===== config.mk =====
export PLATFORM = sky130hd
export DESIGN_NAME = lcp_context_store
export DESIGN_NICKNAME = d
export VERILOG_FILES = /design/src/rtl/loco_i_context_predictor_macros.svh /design/src/rtl/lcp_pkg.sv /design/src/rtl/lcp_context_store.sv
export SDC_FILE = /design/constraint.sdc
export NUM_CORES = 2
export LEC_CHECK = 0
export ABC_CLOCK_PERIOD_IN_PS = 29500
export BUFFER_PORTS_ARGS = -buffer_cell sky130_fd_sc_hd__buf_2
export CAP_MARGIN = 5
export CORE_MARGIN = 2
export CORE_UTILIZATION = 48
export CTS_CLUSTER_DIAMETER = 100
export DETAILED_ROUTE_END_ITERATION = 10
export GPL_ROUTABILITY_DRIVEN = 1
export PLACE_DENSITY = 0.72
export SLEW_MARGIN = 10
export SYNTH_ARGS = -nofsm -noshare
export SYNTH_HDL_FRONTEND = slang
export SYNTH_SLANG_ARGS = --single-unit

===== constraint.sdc =====
create_clock -name clk -period 29.5 [get_ports clk]
set_input_delay 1.475 -clock clk [delete_from_list [all_inputs] [get_ports clk]]
set_output_delay 1.475 -clock clk [all_outputs]
set_load 0.03 [all_outputs]

===== src/rtl/loco_i_context_predictor_macros.svh =====
// ----------------------------------------------------------------------------
// LOCO-I context predictor assertion macros
// Shared concurrent assertion forms for the predictor RTL.
// ----------------------------------------------------------------------------
`ifndef LOCO_I_CONTEXT_PREDICTOR_MACROS_SVH
`define LOCO_I_CONTEXT_PREDICTOR_MACROS_SVH

// Check a consequence in the same cycle.
`define LCP_ASSERT_SAME(label, clk, rst_n, ante, cons, msg) \
    label: assert property (@(posedge clk) disable iff (!rst_n) (ante) |-> (cons)) \
        else $error(msg);

// Check a consequence in the next cycle.
`define LCP_ASSERT_NEXT(label, clk, rst_n, ante, cons, msg) \
    label: assert property (@(posedge clk) disable iff (!rst_n) (ante) |=> (cons)) \
        else $error(msg);

`endif


===== src/rtl/lcp_pkg.sv =====
// ----------------------------------------------------------------------------
// LOCO-I context predictor package
// Transaction types, context entry type and shared constants.
// ----------------------------------------------------------------------------
package lcp_pkg;

    localparam int PIX_W        = 8;
    localparam int KIDX_W       = 7;
    localparam int ERR_W        = 9;
    localparam int BIAS_W       = 11;
    localparam int COUNT_W      = 10;
    localparam int CFG_INDEX_W  = 2;
    localparam int CFG_DATA_W   = 16;
    localparam int WIDTH_REG_W  = 13;
    localparam int HEIGHT_REG_W = 16;

    localparam logic [CFG_INDEX_W-1:0] CFG_IMAGE_WIDTH  = 2'd0;
    localparam logic [CFG_INDEX_W-1:0] CFG_IMAGE_HEIGHT = 2'd1;
    localparam logic [CFG_INDEX_W-1:0] CFG_MODE         = 2'd2;

    localparam logic [WIDTH_REG_W-1:0]  WIDTH_RESET  = 13'd256;
    localparam logic [HEIGHT_REG_W-1:0] HEIGHT_RESET = 16'd256;

    localparam logic MODE_ENCODE = 1'b0;
    localparam logic MODE_DECODE = 1'b1;

    localparam logic [KIDX_W-1:0] KIDX_MIN = 7'd1;
    localparam logic [KIDX_W-1:0] KIDX_MAX = 7'd124;

    localparam logic [ERR_W-1:0] QUANT_T1 = 9'd2;
    localparam logic [ERR_W-1:0] QUANT_T2 = 9'd6;
    localparam logic [ERR_W-1:0] QUANT_T3 = 9'd20;

    localparam logic [COUNT_W-1:0]   HALVE_LIMIT = 10'd640;
    localparam logic signed [PIX_W:0] BC_MIN     = -9'sd128;
    localparam logic signed [PIX_W:0] BC_MAX     = 9'sd127;

    typedef struct packed {
        logic [PIX_W-1:0]        pixel_in;
        logic signed [PIX_W-1:0] residual_in;
    } lcp_in_t;

    typedef struct packed {
        logic signed [PIX_W-1:0] folded_residual;
        logic [PIX_W-1:0]        pixel_out;
        logic [KIDX_W-1:0]       context_index;
        logic                    frame_end;
    } lcp_out_t;

    typedef struct packed {
        logic signed [BIAS_W-1:0] bias_sum;
        logic [COUNT_W-1:0]       hit_count;
        logic signed [PIX_W-1:0]  bias_correction;
    } ctx_entry_t;

    localparam ctx_entry_t CTX_RESET = '{bias_sum: '0, hit_count: 10'd1, bias_correction: '0};

    typedef struct packed {
        logic                    rd_en;
        logic [KIDX_W-1:0]       k;
        logic                    upd_en;
        logic signed [ERR_W-1:0] err;
        logic                    clear;
    } lcp_ctx_req_t;

endpackage


===== src/rtl/lcp_context_store.sv =====
// ----------------------------------------------------------------------------
// LCP context store
// Context memory (bias sum, hit count, bias correction) with valid bits,
// registered read, a registered read-modify-write update and forwarding.
// ----------------------------------------------------------------------------
module lcp_context_store
    import lcp_pkg::*;
#(
    parameter int CONTEXT_SLOTS = 128
)
(
    input  logic                    clk,
    input  logic                    rst_n,
    input  lcp_ctx_req_t            req,
    output logic signed [PIX_W-1:0] ctx_c
);

    localparam int AW = $clog2(CONTEXT_SLOTS);
    localparam int BW = BIAS_W + 1;

    ctx_entry_t              mem [CONTEXT_SLOTS];
    logic [CONTEXT_SLOTS-1:0] vld_reg;
    logic [AW-1:0]           rd_addr;
    logic [AW-1:0]           rd_addr_reg;
    ctx_entry_t              rd_data_reg;
    logic                    vld_rd_reg;
    logic                    fwd_hit_reg;
    ctx_entry_t              fwd_entry_reg;
    ctx_entry_t              cur_entry;

    logic                    p2_valid_reg;
    logic [AW-1:0]           p2_addr_reg;
    logic signed [ERR_W-1:0] p2_err_reg;
    ctx_entry_t              p2_entry_reg;
    ctx_entry_t              upd_entry;

    logic signed [BW-1:0]    b_sum;
    logic signed [BW-1:0]    b_half;
    logic signed [BW-1:0]    b_adj;
    logic signed [BW-1:0]    n_ext;
    logic [COUNT_W-1:0]      n_inc;
    logic [COUNT_W-1:0]      n_new;
    logic signed [PIX_W:0]   c_ext;
    logic signed [PIX_W:0]   c_adj;
    logic signed [PIX_W:0]   c_sat;

    assign rd_addr = AW'(req.k);

    assign cur_entry = fwd_hit_reg ? fwd_entry_reg
                     : (vld_rd_reg ? rd_data_reg : CTX_RESET);
    assign ctx_c     = cur_entry.bias_correction;

    always_comb
    begin
        b_sum = {p2_entry_reg.bias_sum[BIAS_W-1], p2_entry_reg.bias_sum}
              + {{(BW - ERR_W){p2_err_reg[ERR_W-1]}}, p2_err_reg};
        n_inc = p2_entry_reg.hit_count + 1'b1;
        if (n_inc >= HALVE_LIMIT)
        begin
            n_new  = n_inc >> 1;
            b_half = b_sum >>> 1;
        end
        else
        begin
            n_new  = n_inc;
            b_half = b_sum;
        end
        n_ext = $signed({{(BW - COUNT_W){1'b0}}, n_new});
        c_ext = {p2_entry_reg.bias_correction[PIX_W-1], p2_entry_reg.bias_correction};
        if (b_half <= -n_ext)
        begin
            c_adj = c_ext - 9'sd1;
            b_adj = b_half + n_ext;
            if (b_adj <= -n_ext)
            begin
                b_adj = -n_ext + 12'sd1;
            end
        end
        else if (b_half > 12'sd0)
        begin
            c_adj = c_ext + 9'sd1;
            b_adj = b_half - n_ext;
            if (b_adj > 12'sd0)
            begin
                b_adj = '0;
            end
        end
        else
        begin
            c_adj = c_ext;
            b_adj = b_half;
        end
        if (c_adj < BC_MIN)
        begin
            c_sat = BC_MIN;
        end
        else if (c_adj > BC_MAX)
        begin
            c_sat = BC_MAX;
        end
        else
        begin
            c_sat = c_adj;
        end
        upd_entry.bias_sum        = b_adj[BIAS_W-1:0];
        upd_entry.hit_count       = n_new;
        upd_entry.bias_correction = c_sat[PIX_W-1:0];
    end

    always_ff @(posedge clk)
    begin
        if (p2_valid_reg)
        begin
            mem[p2_addr_reg] <= upd_entry;
        end
        if (req.rd_en)
        begin
            rd_data_reg   <= mem[rd_addr];
            rd_addr_reg   <= rd_addr;
            fwd_entry_reg <= upd_entry;
        end
        if (req.upd_en)
        begin
            p2_addr_reg  <= rd_addr_reg;
            p2_err_reg   <= req.err;
            p2_entry_reg <= cur_entry;
        end
    end

    always_ff @(posedge clk or negedge rst_n)
    begin
        if (!rst_n)
        begin
            vld_reg      <= '0;
            vld_rd_reg   <= 1'b0;
            fwd_hit_reg  <= 1'b0;
            p2_valid_reg <= 1'b0;
        end
        else
        begin
            if (req.clear)
            begin
                vld_reg <= '0;
            end
            else if (p2_valid_reg)
            begin
                vld_reg[p2_addr_reg] <= 1'b1;
            end
            if (req.rd_en)
            begin
                vld_rd_reg  <= vld_reg[rd_addr];
                fwd_hit_reg <= p2_valid_reg && (rd_addr == p2_addr_reg);
            end
            p2_valid_reg <= req.upd_en && !req.clear;
        end
    end

endmodule

==> impl_summary.md <==
Setup path
In this run the worst setup path begins at p2_entry_reg[8]. The type of destination of the critical path is a register. Together, buffers and inverters on the worst path number 4.

The critical path is of the reg2reg type. In this design, the stage delay of the slowest critical-path cell is roughly 1 ns. The maximum fanout encountered on the critical timing path is 80. The critical-path cell with the highest stage delay is sky130_fd_sc_hd__o21ai_4.

The arrival time at the worst endpoint is roughly 11 ns. The source of the worst register-to-register timing path is p2_entry_reg[8]. The cell type group with the largest total delay on the critical path is compound AO/OA/AOI/OAI gates. The startpoint class of the critical path is a register. For the worst setup path, the data required time is between 30 and 40 ns.

Layout
Summing all flip-flop and latch instances after layout gives between 100000 and 150000 µm². The combined area of the multi-input logic cells is ~36000 µm². The area growth from synthesis to layout is 12.5%. The register with the most flip-flops in the layout has 3712 of them. The share of cells above drive strength 1 is 0.318. The final net count is approximately 7000.

After filler insertion, the fill cell instance count of the layout stands at between 20000 and 25000.

STA
After routing, the total negative slack on setup checks comes to 0 ns. Across the routed clock network, the largest skew measured is 0.0423 ns. Setup repair after global routing left no endpoint under its margin. The number of hold-slack violations in the final timing report is 0. Of the available clock period, the critical path in the final layout requires 0.352.

The max-slew headroom at the worst pin is 0.125. The count of pins over their slew limit is 0. The number of endpoints failing setup at the final stage is 0. The timing-limited maximum frequency is 96.3 MHz. The worst-margin pin slew is 1.31 ns. The time the worst path needs with I/O delays and setup is 10.38 ns. The hold slack is approximately 0.42 ns.

Detailed routing
For this block, the initial DRC count from the detailed router was between 10000 and 15000. Across all layers, the routed design uses about 75000 vias. The mean routed wirelength per cell is between 30 and 40 µm. The first-pass detailed-route iteration total is 6. The total wire length is 412 mm.

Once detail routing completed, the nets flagged for antenna violations numbered 0. The number of design rule violations left after detail routing is 0. The number of vias per cell after detailed routing is about 6.5.

GRT
The number of global-route vias before repair is ~75000. The initial antenna violation count is 34. Across every metal layer, demand over resource in global routing totals 0.254. The total overflow left after global routing is 0.

The first global-routing pass estimated ~580 mm of wire. Entering global routing, the biggest net connects 130 pins.

Clock network
For this design, the CTS-stage hold fixing added 0 buffers. TritonCTS built the clock tree. The tree is rooted in a sky130_fd_sc_hd__clkbuf_16. The H-tree was split into 5 levels. Once the clock tree was built, the setup fixing pass inserted 0 buffers. The clock drives between 3000 and 4000 sinks. The clock reaches the later pin of the worst-skew pair after just over 0.9 ns.

Clock tree synthesis inserted a total of 374 buffers. Post-CTS repair changed the size of 0 cells. Counting along the longest clock path gives a buffer depth of 4.

Clock-pin slew was measured on the worst setup and hold paths at about 0.060 ns.

Synth
The post-synthesis sequential area ratio is 0.766. The share of synthesized area in the top cell type comes to 0.744. The number of cells produced by synthesis is about 6600. In this run, synthesis inferred around 3800 flip-flops with an integrated enable. The number of nets in the synthesized netlist is roughly 6700. The synthesized netlist occupies a cell area of about 150000 µm².

Each instance of the synthesized netlist takes up on average between 20 and 25 µm². In the synthesized netlist the dominant register cell turns out to be sky130_fd_sc_hd__edfxtp_1. The post-synthesis register bit count is between 3000 and 4000. For this run, asynchronously set or reset flops after synthesis account for 0.0331. Of all cell types, the one taking the most synthesized area is sky130_fd_sc_hd__edfxtp_1. By area the synthesized netlist is led by sky130_fd_sc_hd__edfxtp_1 (74%), sky130_fd_sc_hd__mux4_2 (18%), sky130_fd_sc_hd__dfrtp_1 (2.1%). The count of cell types in the netlist is roughly 100. The warning count from the yosys run is 0.

Die
In this run the core area contains 208 standard-cell rows. The number of top-level design ports is 29. Measured along the y axis, the die boundary spans 571 µm. The initial core utilization is 0.481. The floorplan step defined a die boundary enclosing between 300000 and 400000 µm². From left edge to right edge, the die measures 571 µm.

The core region is about 320000 µm².

Min path
In this run the worst hold path is classified as reg2reg. The worst hold path begins at rd_addr_reg[2].

Placed design
The final HPWL from detailed placement is approximately 220 mm. Routability-driven placement finished with a final weighted congestion of between 0.8 and 0.9. The number of buffer cells added on primary ports is 28.

Power
Power comes to ~13 mW. The static leakage is about 54 nW. The areal power density over the cells is between 70 and 80 nW/µm². The maximum ir drop on the vdd rail is between 0.00006 and 0.00007 V.

Flow run
The number of max-cap violations is 0.

Outcome
The flow ran to the end, and the final reports show no timing, DRC or antenna violations.
path summary, 6_finish.rpt:
kind                             endpoint  slack, ns  depth (start not counted)
max reg2reg                   mem[118][0]      19.12                         25
max in group asynchronous     vld_reg[46]      27.80                          2
min reg2reg                p2_addr_reg[2]       0.42                          0
min                        p2_addr_reg[2]       0.42                          0
min in group asynchronous     vld_reg[99]       0.45                          1
max                           mem[118][0]      19.12                         25
metal layers:
layer  up-vias  part of all wire  global-route usage
met3       856              0.13              0.0571
li1      28800                 -                   -
met2      5077              0.47               0.394
met4        14             0.043              0.0990
met5         -           0.00025                   0
met1     40300              0.36               0.353
cells in the mapped netlist, types with 7 or more instances:
library cell	instances
sky130_fd_sc_hd__a211oi_1	7
sky130_fd_sc_hd__xor2_1	20
sky130_fd_sc_hd__mux2i_1	14
sky130_fd_sc_hd__nand3_1	23
sky130_fd_sc_hd__o211ai_1	7
sky130_fd_sc_hd__inv_1	40
sky130_fd_sc_hd__buf_1	68
sky130_fd_sc_hd__mux2_2	31
sky130_fd_sc_hd__edfxtp_1	3822
sky130_fd_sc_hd__ha_1	54
sky130_fd_sc_hd__nand2_1	53
sky130_fd_sc_hd__mux4_2	1260
sky130_fd_sc_hd__nand4_1	13
sky130_fd_sc_hd__nor2_1	430
sky130_fd_sc_hd__a21oi_1	40
sky130_fd_sc_hd__nor2b_1	13
sky130_fd_sc_hd__dfrtp_1	131
sky130_fd_sc_hd__xnor2_1	32
sky130_fd_sc_hd__nor3_1	25
sky130_fd_sc_hd__o21a_1	15
sky130_fd_sc_hd__or2_2	8
sky130_fd_sc_hd__o21ai_1	17
sky130_fd_sc_hd__and2_1	7
sky130_fd_sc_hd__nand2b_1	10
sky130_fd_sc_hd__buf_4	13
sky130_fd_sc_hd__a22o_1	27
sky130_fd_sc_hd__o21ai_0	36
sky130_fd_sc_hd__clkbuf_1	259
power breakdown:
| group | internal (mW) | leakage [nW] | switching [mW] |
|---|---|---|---|
| Clock | 2.68 | 5.85 | 2.05 |
| Combinational | 0.345 | 11.8 | 1.01 |
| Sequential | 6.73 | 36.5 | 0.0214 |
| Total | 9.76 | 54.2 | 3.08 |
cells in the final DEF (no fill, tap or decap), types with 31 or more instances in the layout:
cell                        Yosys  layout
sky130_fd_sc_hd__a21oi_1       40      35
sky130_fd_sc_hd__buf_4         13     226
sky130_fd_sc_hd__bufinv_16      0      32
sky130_fd_sc_hd__clkbuf_1     259      76
sky130_fd_sc_hd__clkbuf_16      0     380
sky130_fd_sc_hd__clkinv_1       2      65
sky130_fd_sc_hd__clkinv_2       0      76
sky130_fd_sc_hd__dfrtp_1      131     131
sky130_fd_sc_hd__diode_2        0      34
sky130_fd_sc_hd__edfxtp_1    3822    3822
sky130_fd_sc_hd__ha_1          54      54
sky130_fd_sc_hd__inv_1         40      35
sky130_fd_sc_hd__mux2_2        31      31
sky130_fd_sc_hd__mux4_2      1260    1260
sky130_fd_sc_hd__nand2_1       53      53
sky130_fd_sc_hd__nor2_1       430     302
sky130_fd_sc_hd__nor2_4         0     128
sky130_fd_sc_hd__o21ai_0       36      36
sky130_fd_sc_hd__xnor2_1       32      32
kinds of logic (layout without fill, tap and decap cells):
| kind of cell | count (synthesis) | in the layout | share of synthesized area |
|---|---|---|---|
| flops | 3953 | 3953 | 0.766 |
| mux | 1307 | 1307 | 0.187 |
| xor+xnor | 53 | 53 | 0.00306 |
| buf+inv | 390 | 972 | 0.0100 |
| other cells | 0 | 34 | 0 |
| compound gates | 224 | 224 | 0.0108 |
| simple gates | 631 | 631 | 0.0182 |
| fa+ha+maj | 58 | 58 | 0.00484 |
cell type report:
class / instances / share of cell area
multi-input combinational: 2273 / 0.206
clock buffer: 471 / 0.0577
antenna: 34 / 0.000490
sequential: 3953 / 0.681
clock inverter: 200 / 0.0111
timing repair buffer: 259 / 0.0118
tap: 4305 / 0.0311
inverter: 42 / 0.000981
per-stage QoR:
step                      std cells  setup slack [ns]   util  area [µm²]
final                         11500             19.12  0.541      173000
after global routing          11500             18.48  0.541      173000
after CTS                     11500             19.25  0.541      173000
after detailed placement      10800             19.25  0.504      161000
after global placement        10800             19.55  0.504      161000
after floorplan                6616             16.49      -      154000
Note: power is estimated with default switching activity, not from simulation.
